`config.mk`:
```
export PLATFORM = sky130hd
export DESIGN_NAME = circular_double_ended_queue
export DESIGN_NICKNAME = d
export VERILOG_FILES = /design/src/hw/rtl/cdq_pkg.sv /design/src/hw/rtl/cdq_ram.sv /design/src/hw/rtl/cdq_ctrl.sv /design/src/hw/rtl/circular_double_ended_queue.sv
export VERILOG_INCLUDE_DIRS = /design/src /design/src/hw/rtl
export SDC_FILE = /design/constraint.sdc
export NUM_CORES = 1
export LEC_CHECK = 0
export BUFFER_PORTS_ARGS = -buffer_cell sky130_fd_sc_hd__buf_2
export CORE_ASPECT_RATIO = 1.4
export CORE_MARGIN = 2
export CORE_UTILIZATION = 50
export CTS_CLUSTER_DIAMETER = 200
export CTS_CLUSTER_SIZE = 40
export DETAILED_ROUTE_END_ITERATION = 8
export PLACE_DENSITY = 0.68
export SYNTH_ARGS = -nofsm -noshare
export SYNTH_HDL_FRONTEND = slang
export SYNTH_HIERARCHICAL = 1
export SYNTH_SLANG_ARGS = --single-unit
```
`constraint.sdc`:
```
create_clock -name clk_i -period 9.4 [get_ports clk_i]
set_input_delay 0.47 -clock clk_i [delete_from_list [all_inputs] [get_ports clk_i]]
set_output_delay 0.47 -clock clk_i [all_outputs]
set_load 0.02 [all_outputs]
```
`src/hw/rtl/circular_double_ended_queue_macros.svh`:
```
// assertion macros used by the deque rtl
// no dependencies; every user must have clk_i and rst_ni in scope
`ifndef CIRCULAR_DOUBLE_ENDED_QUEUE_MACROS_SVH
`define CIRCULAR_DOUBLE_ENDED_QUEUE_MACROS_SVH

// property must hold at every clock edge out of reset
`define CDQ_ASSERT(lbl, prop, msg) \
  lbl: assert property (@(posedge clk_i) disable iff (!rst_ni) (prop)) else $error(msg);

// expression must never be true out of reset
`define CDQ_ASSERT_NEVER(lbl, expr, msg) \
  lbl: assert property (@(posedge clk_i) disable iff (!rst_ni) !(expr)) else $error(msg);

`endif

```
`src/hw/rtl/cdq_pkg.sv`:
```
// shared types, constants and index helpers for the circular deque
// no dependencies
package cdq_pkg;

  localparam int Depth = 16;
  localparam int IdxW  = $clog2(Depth);
  localparam int CapW  = 5;
  localparam int WordW = 32;

  typedef enum logic [1:0] {
    ActPushFront = 2'd0,
    ActPushRear  = 2'd1,
    ActPopFront  = 2'd2,
    ActPopRear   = 2'd3
  } action_e;

  typedef enum logic [1:0] {
    StOk    = 2'd0,
    StFull  = 2'd1,
    StEmpty = 2'd2
  } status_e;

  // one access to the entry store
  typedef struct packed {
    logic             we;
    logic             re;
    logic [IdxW-1:0]  addr;
    logic [WordW-1:0] wdata;
  } mem_req_t;

  // next slot, wrapping at the capacity
  function automatic logic [IdxW-1:0] wrap_up(logic [IdxW-1:0] idx, logic [CapW-1:0] cap);
    logic [CapW-1:0] nxt;
    nxt = CapW'(idx) + CapW'(1);
    return (nxt >= cap) ? '0 : nxt[IdxW-1:0];
  endfunction

  // previous slot, wrapping at the capacity
  function automatic logic [IdxW-1:0] wrap_down(logic [IdxW-1:0] idx, logic [CapW-1:0] cap);
    logic [CapW-1:0] prv;
    prv = cap - CapW'(1);
    return (idx == '0) ? prv[IdxW-1:0] : idx - IdxW'(1);
  endfunction

  // saturate a written capacity into 1..Depth
  function automatic logic [CapW-1:0] sat_cap(logic [CapW-1:0] raw);
    logic [CapW-1:0] c;
    c = raw;
    if (c == '0) begin
      c = CapW'(1);
    end
    if (c > CapW'(Depth)) begin
      c = CapW'(Depth);
    end
    return c;
  endfunction

endpackage

```
`src/hw/rtl/cdq_ram.sv`:
```
// single-port synchronous word store, registered read data
// no dependencies
module cdq_ram #(
  parameter int Depth = 16,
  parameter int Width = 32
) (
  input  logic                     clk_i,
  input  logic                     we_i,
  input  logic                     re_i,
  input  logic [$clog2(Depth)-1:0] addr_i,
  input  logic [Width-1:0]         wdata_i,
  output logic [Width-1:0]         rdata_o
);

  logic [Width-1:0] mem_q [Depth];

  always_ff @(posedge clk_i) begin
    if (we_i) begin
      mem_q[addr_i] <= wdata_i;
    end
  end

  always_ff @(posedge clk_i) begin
    if (re_i) begin
      rdata_o <= mem_q[addr_i];
    end
  end

endmodule

```
`src/hw/rtl/cdq_ctrl.sv`:
```
// head/tail index control and result register for the circular deque
// depends on cdq_pkg and circular_double_ended_queue_macros.svh
`include "circular_double_ended_queue_macros.svh"

module cdq_ctrl (
  input  logic                         clk_i,
  input  logic                         rst_ni,
  input  logic                         accept_i,
  input  logic [1:0]                   action_i,
  input  logic [cdq_pkg::WordW-1:0]    value_i,
  input  logic [cdq_pkg::CapW-1:0]     cap_i,
  input  logic                         clear_i,
  input  logic [cdq_pkg::WordW-1:0]    rdata_i,
  output cdq_pkg::mem_req_t            mem_req_o,
  output logic                         done_o,
  output logic [cdq_pkg::WordW-1:0]    popped_value_o,
  output logic [1:0]                   status_o
);

  logic [cdq_pkg::IdxW-1:0] head_q, head_d;
  logic [cdq_pkg::IdxW-1:0] tail_q, tail_d;
  logic                     ne_q, ne_d;
  logic                     done_q;
  logic                     pop_ok_q, pop_ok_d;
  cdq_pkg::status_e         status_q, status_d;
  cdq_pkg::action_e         act;
  logic                     full;

  assign act  = cdq_pkg::action_e'(action_i);
  assign full = ne_q && (cdq_pkg::wrap_up(tail_q, cap_i) == head_q);

  always_comb begin
    head_d          = head_q;
    tail_d          = tail_q;
    ne_d            = ne_q;
    status_d        = cdq_pkg::StOk;
    pop_ok_d        = 1'b0;
    mem_req_o.we    = 1'b0;
    mem_req_o.re    = 1'b0;
    mem_req_o.addr  = '0;
    mem_req_o.wdata = value_i;
    if (clear_i) begin
      head_d = '0;
      tail_d = '0;
      ne_d   = 1'b0;
    end else if (accept_i) begin
      case (act)
        cdq_pkg::ActPushFront, cdq_pkg::ActPushRear: begin
          if (full) begin
            status_d = cdq_pkg::StFull;
          end else if (!ne_q) begin
            // first word always lands in slot zero
            head_d       = '0;
            tail_d       = '0;
            ne_d         = 1'b1;
            mem_req_o.we = 1'b1;
          end else if (act == cdq_pkg::ActPushFront) begin
            head_d         = cdq_pkg::wrap_down(head_q, cap_i);
            mem_req_o.we   = 1'b1;
            mem_req_o.addr = head_d;
          end else begin
            tail_d         = cdq_pkg::wrap_up(tail_q, cap_i);
            mem_req_o.we   = 1'b1;
            mem_req_o.addr = tail_d;
          end
        end
        cdq_pkg::ActPopFront, cdq_pkg::ActPopRear: begin
          if (!ne_q) begin
            status_d = cdq_pkg::StEmpty;
          end else begin
            pop_ok_d       = 1'b1;
            mem_req_o.re   = 1'b1;
            mem_req_o.addr = (act == cdq_pkg::ActPopFront) ? head_q : tail_q;
            if (head_q == tail_q) begin
              // last word leaves, back to the empty state
              head_d = '0;
              tail_d = '0;
              ne_d   = 1'b0;
            end else if (act == cdq_pkg::ActPopFront) begin
              head_d = cdq_pkg::wrap_up(head_q, cap_i);
            end else begin
              tail_d = cdq_pkg::wrap_down(tail_q, cap_i);
            end
          end
        end
        default: begin
          status_d = cdq_pkg::StOk;
        end
      endcase
    end
  end

  always_ff @(posedge clk_i or negedge rst_ni) begin
    if (!rst_ni) begin
      head_q <= '0;
      tail_q <= '0;
      ne_q   <= 1'b0;
      done_q <= 1'b0;
    end else begin
      head_q <= head_d;
      tail_q <= tail_d;
      ne_q   <= ne_d;
      done_q <= accept_i && !clear_i;
    end
  end

  always_ff @(posedge clk_i) begin
    pop_ok_q <= pop_ok_d;
    status_q <= status_d;
  end

  assign done_o         = done_q;
  assign status_o       = status_q;
  assign popped_value_o = pop_ok_q ? rdata_i : '0;

  `CDQ_ASSERT(a_empty_idx_zero, !ne_q |-> (head_q == '0 && tail_q == '0), "empty deque with live index")
  `CDQ_ASSERT(a_idx_in_cap, ne_q |-> (cdq_pkg::CapW'(head_q) < cap_i && cdq_pkg::CapW'(tail_q) < cap_i), "index beyond capacity")
  `CDQ_ASSERT(a_result_follows, (accept_i && !clear_i) |=> done_q, "accepted word gave no result")
  `CDQ_ASSERT_NEVER(a_pop_ok_value, done_q && pop_ok_q && status_q != cdq_pkg::StOk, "pop data with failing status")

endmodule

```
`src/hw/rtl/circular_double_ended_queue.sv`:
```
// circular deque: result strobed on done_o the cycle after start is taken (no result if a capacity write meets it)
// throughput 1 word per cycle; busy stays low, each access touches one store entry
// reset: deque empty, both indices 0, capacity 16; store content undefined until written
// results cannot be stalled by the receiver; capacity writes empty the deque
// depends on cdq_pkg, cdq_ctrl and cdq_ram
module circular_double_ended_queue (
  input  logic        clk_i,
  input  logic        rst_ni,
  // command channel
  input  logic        start,
  output logic        busy,
  input  logic [1:0]  action_i,
  input  logic [31:0] value_i,
  // result channel
  output logic        done_o,
  output logic [31:0] popped_value_o,
  output logic [1:0]  status_o,
  // register port
  input  logic        psel,
  input  logic        penable,
  input  logic        pwrite,
  input  logic [2:0]  paddr,
  input  logic [31:0] pwdata,
  output logic [31:0] prdata,
  output logic        pready
);

  logic [cdq_pkg::CapW-1:0] cap_q;
  logic                     cfg_wr;
  logic                     cap_hit;
  logic                     accept;
  cdq_pkg::mem_req_t        mem_req;
  logic [cdq_pkg::WordW-1:0] rdata;

  // register decode: capacity is the only register, hit at byte addresses 0 to 3 (paddr[2] low); reads return it always
  assign pready  = 1'b1;
  assign cap_hit = (paddr[2] == 1'b0);
  assign cfg_wr  = psel && penable && pwrite && pready && cap_hit;
  assign prdata  = {{(32 - cdq_pkg::CapW){1'b0}}, cap_q};

  always_ff @(posedge clk_i or negedge rst_ni) begin
    if (!rst_ni) begin
      cap_q <= cdq_pkg::CapW'(cdq_pkg::Depth);
    end else if (cfg_wr) begin
      cap_q <= cdq_pkg::sat_cap(pwdata[cdq_pkg::CapW-1:0]);
    end
  end

  // every word is settled with busy held low: indices in flops, one store access
  // a pop reads the entry at accept and the registered data meets done_o
  assign busy   = 1'b0;
  assign accept = start && !busy;

  cdq_ctrl u_ctrl (
    .clk_i          (clk_i),
    .rst_ni         (rst_ni),
    .accept_i       (accept),
    .action_i       (action_i),
    .value_i        (value_i),
    .cap_i          (cap_q),
    .clear_i        (cfg_wr),
    .rdata_i        (rdata),
    .mem_req_o      (mem_req),
    .done_o         (done_o),
    .popped_value_o (popped_value_o),
    .status_o       (status_o)
  );

  // entry store; a pop at the same end right after a push reads the word that push wrote
  cdq_ram #(
    .Depth (cdq_pkg::Depth),
    .Width (cdq_pkg::WordW)
  ) u_ram (
    .clk_i   (clk_i),
    .we_i    (mem_req.we),
    .re_i    (mem_req.re),
    .addr_i  (mem_req.addr),
    .wdata_i (mem_req.wdata),
    .rdata_o (rdata)
  );

endmodule
```
### Yosys cells after proc, flatten, opt, wreduce, memory -nomap -nowiden

Memories as Yosys holds them, arrays and structs flattened. A register that Yosys moved wholly into a read port is not among the register bits.
Cells that the tools add are included.

* register bits after elaboration: 18
* memories: 1
* bits in writable memories: 512
* output and inout port bits: 69
* word-level logic and storage cells: 97
* input port bits: 75

Memory list
* u_ram.mem_q: words 16, width 32, read ports 1, clocked after Yosys merged registers in 1, write ports 1, RTL line cdq_ram.sv:15 `logic [Width-1:0] mem_q [Depth];`

* muxes and demuxes: 49
* reductions and logical operators: 18
* eq/ne operators: 11
* $add $sub $neg: 5
* $lt $le $gt $ge: 3
* bitwise gates (word level): 3

Operators with widths (number)
* 2-to-1 mux 4 bit: 24
* 2-to-1 mux 32 bit: 1
* one-hot mux 4 bit (2 select lines): 3
* 2-to-1 mux 5 bit: 4
* 2-to-1 mux 1 bit: 12
* 2-to-1 mux 6 bit: 2
* inequality test 4 x 3 -> 1 bit, second input constant: 3
* subtractor 4 x 1 -> 4 bit, second input constant: 3
* adder 4 x 1 -> 5 bit, second input constant: 2
* greater-or-equal comparator 5 bit: 2
* AND reduction 5 bit: 2
* == test 4 bit: 2
* logical NOT 4 bit: 2
* OR reduction 2 bit: 3
* greater-than comparator 5 bit, second input constant: 1
* logical AND 1 bit: 5
* logical NOT 5 bit: 1
* == test 2 bit, second input constant: 2
* inequality test 4 x 1 -> 1 bit, second input constant: 1
* one-hot mux 2 bit (2 select lines): 1
* inequality test 3 x 1 -> 1 bit, second input constant: 1
* inequality test 3 x 2 -> 1 bit, second input constant: 1
* NOT 1 bit: 3
* OR reduction 3 bit: 1
* 7 further kinds: 7

### Logic depth before layout (Yosys ltp)

Gate-level depths: netlist of the first run.

* word-level depth: 11
* depth in mapped cells: 19
* gate-level depth less buffers: 14

### Hierarchy

The synthesis of the first run kept the hierarchy.

By module, submodules not included
* cdq_ram: times used 1, seq. area each 16335.7 um^2, area an instance 20183.1 um^2, cells each 840
* cdq_ctrl: times used 1, seq. area each 310.3 um^2, area an instance 2010.7 um^2, cells each 266
* circular_double_ended_queue: times used 1, seq. area each 126.4 um^2, area an instance 459.2 um^2, cells each 52

### Least setup slack after synthesis of the first run

OpenSTA, ideal clock, no wires.

* path type: reg2reg
* start point: register u_ctrl/tail_q[1] (netlist name)
* end point: memory u_ram.mem_q[0][0] (enable)
* setup slack: 3.207 ns
* path buffers: 1
* library setup time: 0.461 ns
* clock period less this slack: 6.193 ns
* stages on the path, launching flop included: 15
* required time: 8.939 ns
* data arrival time: 5.732 ns
* cell sequence: dfrtp_1 -> ha_1 -> xnor2_1 -> inv_1 -> ha_1 -> a21oi_1 -> o21ai_2 -> and3_1 -> a221o_1 -> a2111oi_4 -> buf_6 -> and3b_1 -> o22a_1 -> or3b_2 -> nor3_1

RTL lines
* start: declaration: RTL line cdq_ctrl.sv:21 `logic [cdq_pkg::IdxW-1:0] tail_q, tail_d;`
* start signal: assignment: RTL line cdq_ctrl.sv:101 `tail_q <= tail_d;`
* end: declaration: RTL line cdq_ram.sv:15

==> impl_metrics.json, run 1 <==
{
  "path_buf_inv": 3,
  "synth_area_leaders": "edfxtp_1 72%, mux4_2 13%, a22oi_1 2.2%, buf_4 2.1%, dfrtp_1 1.5%",
  "dp_hpwl_um": 24700,
  "core_area_mm2": 0.0449,
  "netSwitchingPower_mw": 1.47,
  "p_per_area_mw_per_mm2": 219,
  "numPortBuffers": 85,
  "drc": 0,
  "swShare_pct": 27.9,
  "p_clk_share_pct": 20.6,
  "crit_family": "compound AO/OA/AOI/OAI gates",
  "wirelength_um": 44700,
  "cts_max_level": 1,
  "seqPwrFrac_pct": 56.1,
  "clock.fmax_mhz": 161,
  "total_power_mw": 5.27,
  "slew_viol_final": 0,
  "ctsHoldBuffers": 1,
  "status": "completed",
  "clock_path_buffers": 3,
  "cp_num_cells": 14,
  "yosysTopAreaCell": "edfxtp_1",
  "cts_tree": "done",
  "layout.nets": 1282,
  "whs_path_depth": 2,
  "grt-ovfl-total": 0,
  "vias": 10700,
  "timing.final.crit_share_pct": 66.3,
  "syn_area_mm2": 0.0227,
  "multi_input_area_mm2": 0.00531,
  "cts_root_buf": "clkbuf_16",
  "avgViaCountPerCell": 6.06,
  "fin_crit_ps": 6230,
  "clkTransAtPathRegs_ps": 150,
  "post_cts.repair.setup_buffers": 0,
  "worst-endpoint-required_ps": 9630,
  "synth_most_common_cell": "edfxtp_1",
  "slowest_stage": "nor3_2",
  "die_y_um": 256,
  "avgRoutedWirePerCell_um": 25.3,
  "crit_path_end_kind": "flop",
  "drive_above_1_share_pct": 23.8,
  "place.gp.congestion": 0.861,
  "worstMarginPinSlew_ps": 1250,
  "seqCellArea_mm2": 0.0168,
  "max_stage_delay_ps": 1060,
  "filler_cell_count": 3527,
  "rsz0062_at_grt": "false",
  "clk_latency_ps": 570,
  "cts.sink_count": 562,
  "first_global_vias": 10700,
  "yosys.area.top_type_share_pct": 72.1,
  "max_slew_margin_pct": 16.5,
  "first_iter_violations": 903,
  "synthTopCellsByCount": "544 x edfxtp_1, 128 x mux4_2, 65 x a22oi_1, 62 x buf_4, 48 x nand2_1",
  "post-place-ws_ps": 3180,
  "ant_nets": 0,
  "synth_ff_type": "edfxtp_1",
  "antenna_found_initial": 4,
  "arrival_ps": 6460,
  "pin_count": 144,
  "setup_violations": 0,
  "initial_utilization_pct": 50.5,
  "dieArea_mm2": 0.0470,
  "ys_ff_latch": 562,
  "reg2reg_depth": 14,
  "pwr-share-comb_pct": 23.3,
  "finalClockSkew_ps": 63.0,
  "maxCapViolations": 0,
  "start_kind": "flop",
  "fin_ws_ps": 3170,
  "cts-resized-gates": 0,
  "synthCells": 1158,
  "power_leakage_nw": 7.70,
  "critPathMaxFanout": 44,
  "grt_use_total_pct": 19.2,
  "grt_start_max_net_pins": 92,
  "hold_viol_final": 0,
  "syn_area_per_cell_um2": 19.6,
  "grt_pass1_wl_um": 67100,
  "row_count": 92,
  "yosysUniqueCellTypes": 60,
  "crit_chain": "ha_1, xnor2_1, inv_1, ha_1, a21oi_1, o21ai_2, and3_1, a221o_1, a2111oi_4, nor3b_1, o22a_4, buf_4, nor3_2, buf_4",
  "area_growth_pct": 6.05,
  "async_flop_share_pct": 2.67,
  "critical_path_class": "flop to flop",
  "ys_seq_area_share_pct": 74.0,
  "ys_warn_count": 6,
  "diodes": 0,
  "min_path_type": "input port to flop",
  "ir_worst_vdd_uv": 133,
  "die_x_um": 184,
  "numCtsBuffers": 18,
  "finalCoreUtilization_pct": 53.5,
  "fin_setup_tns_ps": 0,
  "p_int_mw": 3.80,
  "drt-pass1-iter-count": 5,
  "hold_slack_ps": 103,
  "synth_enable_flop_cells": 544
}
## worst paths after layout
path,slack [ps],to,start
max,3170,u_ram/mem_q[12][22],u_ctrl/tail_q[0]
min,100,cap_q[0],pwdata[4]
max reg2reg,3170,u_ram/mem_q[12][22],u_ctrl/tail_q[0]
min reg2reg,550,cap_q[1],cap_q[1]
max in group asynchronous,8750,cap_q[4],rst_ni
min in group asynchronous,320,u_ctrl/done_o,rst_ni
## worst register-to-register path, cell delays in order (launching register included)
cell and delay, ps:
dfrtp_1 550, ha_1 330, xnor2_1 330, inv_1 90, ha_1 300, a21oi_1 170
o21ai_2 100, and3_1 210, a221o_1 390, a2111oi_4 650, nor3b_1 150, o22a_4 470
buf_4 470, nor3_2 1070, buf_4 560
## metrics by stage
stage               cell area [um^2]  instances
floorplan                      22800       1185
global placement               23500       1735
detailed placement             23500       1735
CTS                            24000       1768
global route                   24000       1768
finish                         24000       1768
## flip-flops by register name, summed over array words and instances, names as in the netlist
register         flops
u_ram/mem_q        512
u_ram/rdata_o       32
cap_q                5
u_ctrl/head_q        4
u_ctrl/tail_q        4
u_ctrl/status_o      2
u_ctrl/done_o        1
u_ctrl/ne_q          1
u_ctrl/pop_ok_q      1
## power groups by stage
| stage | logic, mW | registers [mW] | clock network, mW |
|---|---|---|---|
| 2_1_floorplan | 0.986 | 2.97 | 0 |
| 3_3_place_gp | 1.22 | 3.00 | 0 |
| 3_5_place_dp | 1.23 | 3.01 | 0 |
| 4_1_cts | 1.24 | 2.95 | 1.12 |
| 5_1_grt | 1.34 | 2.97 | 1.18 |
| 6_report | 1.23 | 2.95 | 1.09 |
## metal layers
metal	track usage (%)	vias up	share of wire, %
met4	3.60	6	1.2
met3	2.86	27	5.9
li1	-	4647	-
met1	26.5	5716	41
met5	0	-	0.074
met2	32.9	325	52
## layout by cell type, fill, tap and decap left out, types with 6 or more instances in the layout
cell type  instances
edfxtp_1         544
xor2_1             7
a22oi_1           65
ha_1              15
o21ai_0            9
clkbuf_1          12
dfrtp_1           14
nor2_4            13
conb_1            29
nor3_1             7
nand2b_1           9
inv_1             17
buf_2             85
nor2_1            19
clkbuf_16         19
a21oi_1           16
buf_4             22
mux4_2           128
nand2_1           48
o22ai_1            6
and2_1            32
## area by class of cell
class,count,area share [%]
clock buffer,31,2.17
clock inverter,1,0.125
inverter,18,0.281
multi-input combinational,483,22.1
sequential,562,69.8
tap,564,2.94
timing repair buffer,109,2.58
## cell families after synthesis
group           share of synthesized area [%]
flops                                    74.0
simple gates                             3.63
buf+inv                                  3.65
compound gates                           4.46
mux                                      13.0
fa+ha+maj                               0.829
xor+xnor                                0.387
other cells                            0.0332
No activity file was read; power rests on OpenSTA's default activity.
==> inputs of run 2 (changes only) <==
--- a/config.mk
+++ b/config.mk
@@ -13,7 +13,7 @@
 export CTS_CLUSTER_DIAMETER = 200
 export CTS_CLUSTER_SIZE = 40
 export DETAILED_ROUTE_END_ITERATION = 8
-export PLACE_DENSITY = 0.68
+export PLACE_DENSITY = 0.7
 export SYNTH_ARGS = -nofsm -noshare
 export SYNTH_HDL_FRONTEND = slang
 export SYNTH_HIERARCHICAL = 1
==> constraint.sdc (replaced) <==
create_clock -name clk_i -period 5 [get_ports clk_i]
set_input_delay 0.25 -clock clk_i [delete_from_list [all_inputs] [get_ports clk_i]]
set_output_delay 0.25 -clock clk_i [all_outputs]
set_load 0.02 [all_outputs]
==> run 2 against run 1 <==
Compared with the run above:
- first-iteration DRC count up 7.5%
- worst hold slack worse by 73 ps
- fmax up 32%
- clock power up 88%
- worst setup slack worse by 2900 ps
- design area up 2.7%
- critical path depth up 1
- critical path type unchanged
- critical endpoint is now u_ram/mem_q[14][7]
- largest power group unchanged
- highest routed layer unchanged
==> impl_metrics.json, run 2 (same netlist as run 1, synthesis figures left out) <==
{
  "status": "completed",
  "slew_viol_final": 0,
  "cts.sink_count": 562,
  "cts-resized-gates": 0,
  "filler_cell_count": 3375,
  "numCtsBuffers": 18,
  "min_path_type": "input port to flop",
  "core_area_mm2": 0.0449,
  "clkTransAtPathRegs_ps": 140,
  "whs_endpoint": "u_ram/mem_q[8][28]",
  "cts_max_level": 1,
  "fin_area_mm2": 0.0247,
  "vias": 10800,
  "layout.nets": 1319,
  "timing.final.crit_share_pct": 94.3,
  "diodes": 0,
  "setup_violations": 0,
  "largest_register_ffs": 512,
  "grt_use_total_pct": 19.4,
  "dieArea_mm2": 0.0470,
  "numPortBuffers": 85,
  "reg2reg_from": "u_ctrl/tail_q[1]",
  "row_count": 92,
  "r2r_slack_ps": 280,
  "p_clk_share_pct": 20.4,
  "maxCapViolations": 0,
  "cts_root_buf": "clkbuf_16",
  "min-delay-start": "value_i[28]",
  "dp.cells": 1766,
  "drt-pass1-iter-count": 6,
  "finalClockSkew_ps": 59.6,
  "r2r_end": "u_ram/mem_q[14][7]",
  "max_slew_margin_pct": 26.0,
  "start_kind": "flop",
  "largestRegisters": "u_ram/mem_q (512), u_ram/rdata_o (32), cap_q (5)",
  "netSwitchingPower_mw": 2.77,
  "hold_viol_final": 0,
  "die_y_um": 256,
  "wirelength_um": 45100,
  "p_per_area_mw_per_mm2": 406,
  "first_iter_violations": 971,
  "rsz0062_at_grt": "false",
  "layout_commonest_cell": "edfxtp_1",
  "antenna_found_initial": 2,
  "pin_count": 144,
  "ir_worst_vdd_uv": 229,
  "first_global_vias": 11000,
  "power_leakage_nw": 7.95,
  "worstMarginPinSlew_ps": 1110,
  "clk_latency_ps": 570,
  "layout.cells.non_filler": 1805,
  "critical_path_class": "flop to flop",
  "clock.fmax_mhz": 212,
  "ctsHoldBuffers": 7,
  "seqPwrFrac_pct": 55.5,
  "clock_path_buffers": 3,
  "crit_path_end_kind": "flop",
  "post_cts.repair.setup_buffers": 0,
  "dp_hpwl_um": 26100,
  "grt_pass1_wl_um": 67800,
  "ant_nets": 0,
  "grt_start_max_net_pins": 50,
  "regMostFlops": "u_ram/mem_q",
  "arrival_ps": 4980,
  "avgViaCountPerCell": 5.98,
  "grt-ovfl-total": 0,
  "final_cell_mix": "544 x edfxtp_1, 128 x mux4_2, 85 x buf_2",
  "drc": 0,
  "area_growth_pct": 8.95,
  "drive_above_1_share_pct": 25.6,
  "avgRoutedWirePerCell_um": 25.0,
  "initial_utilization_pct": 50.5,
  "swShare_pct": 27.7,
  "cts_tree": "done",
  "fin_crit_ps": 4720,
  "die_x_um": 184,
  "worst-endpoint-required_ps": 5260,
  "place.gp.congestion": 0.802,
  "critPathMaxFanout": 39,
  "reg2reg_depth": 15,
  "placed_cell_area_mm2": 0.0241,
  "whs_path_depth": 1,
  "p_int_mw": 7.24,
  "pwr-share-comb_pct": 24.1
}
run 2: cell types whose count changed in the layout (fill, tap and decap cells not counted), sizes merged:
| cell | previous run | this run |
|---|---|---|
| buf | 108 | 139 |
| dlygate4sd3 | 1 | 7 |
run 2: power groups by stage:
| stage | registers (mW) | logic [mW] | clock network, mW |
|---|---|---|---|
| after global routing | 5.58 | 2.62 | 2.25 |
| after floorplan | 5.58 | 1.86 | 0 |
| after global placement | 5.65 | 2.40 | 0 |
| final | 5.55 | 2.41 | 2.05 |
| after CTS | 5.56 | 2.43 | 2.10 |
| after detailed placement | 5.66 | 2.42 | 0 |
run 2: how the worst max path moves through the flow:
stage	cells past startpoint	startpoint	endpoint
3_5_place_dp	15	u_ctrl/tail_q[1]	u_ram/mem_q[14][8]
4_1_cts	15	u_ctrl/tail_q[1]	u_ram/mem_q[14][9]
2_1_floorplan	17	u_ctrl/tail_q[1]	u_ram/mem_q[1][0]
6_report	15	u_ctrl/tail_q[1]	u_ram/mem_q[14][7]
5_1_grt	15	u_ctrl/tail_q[1]	u_ram/rdata_o[9]
3_3_place_gp	15	u_ctrl/tail_q[1]	u_ram/mem_q[14][8]
run 2: metal layers:
layer	global-route usage (%)	part of all wire [%]
met5	0	0.029
met4	4.13	1.8
met3	1.47	4.6
met2	34.9	54
met1	26.0	40
run 2: metrics by stage:
step                      hold WS, ps  TNS (ps)  total power [mW]  util [%]  setup slack, ps
after floorplan                 -45.6   -127100              7.44         -             -398
after global placement            183         0              8.05      53.6              332
after detailed placement          186         0              8.09      53.6              278
after CTS                        18.5         0              10.1      55.0              248
after global routing             25.0         0              10.4      55.0             19.9
final                            30.4         0              10.0      55.0              283
run 2: worst max-delay path, stage by stage, from the launching register on:
cell and delay (ps):
dfrtp_1 470, ha_1 260, xnor2_1 320, inv_1 90
ha_1 300, a21oi_1 180, o21ai_2 110, and3_1 210
a221o_1 380, a2111oi_4 460, and3b_1 240, o22a_4 270
buf_12 210, nand2b_1 350, nor2_4 210, buf_4 320
run 2: layout make-up:
| cell class | instances | area (um^2) | share of cell area [%] |
|---|---|---|---|
| clock buffer | 31 | 520 | 2.11 |
| clock inverter | 1 | 30.0 | 0.122 |
| inverter | 18 | 67.6 | 0.274 |
| multi-input combinational | 483 | 5330 | 21.6 |
| sequential | 562 | 16800 | 68.0 |
| tap | 564 | 706 | 2.86 |
| timing repair buffer | 146 | 1250 | 5.07 |
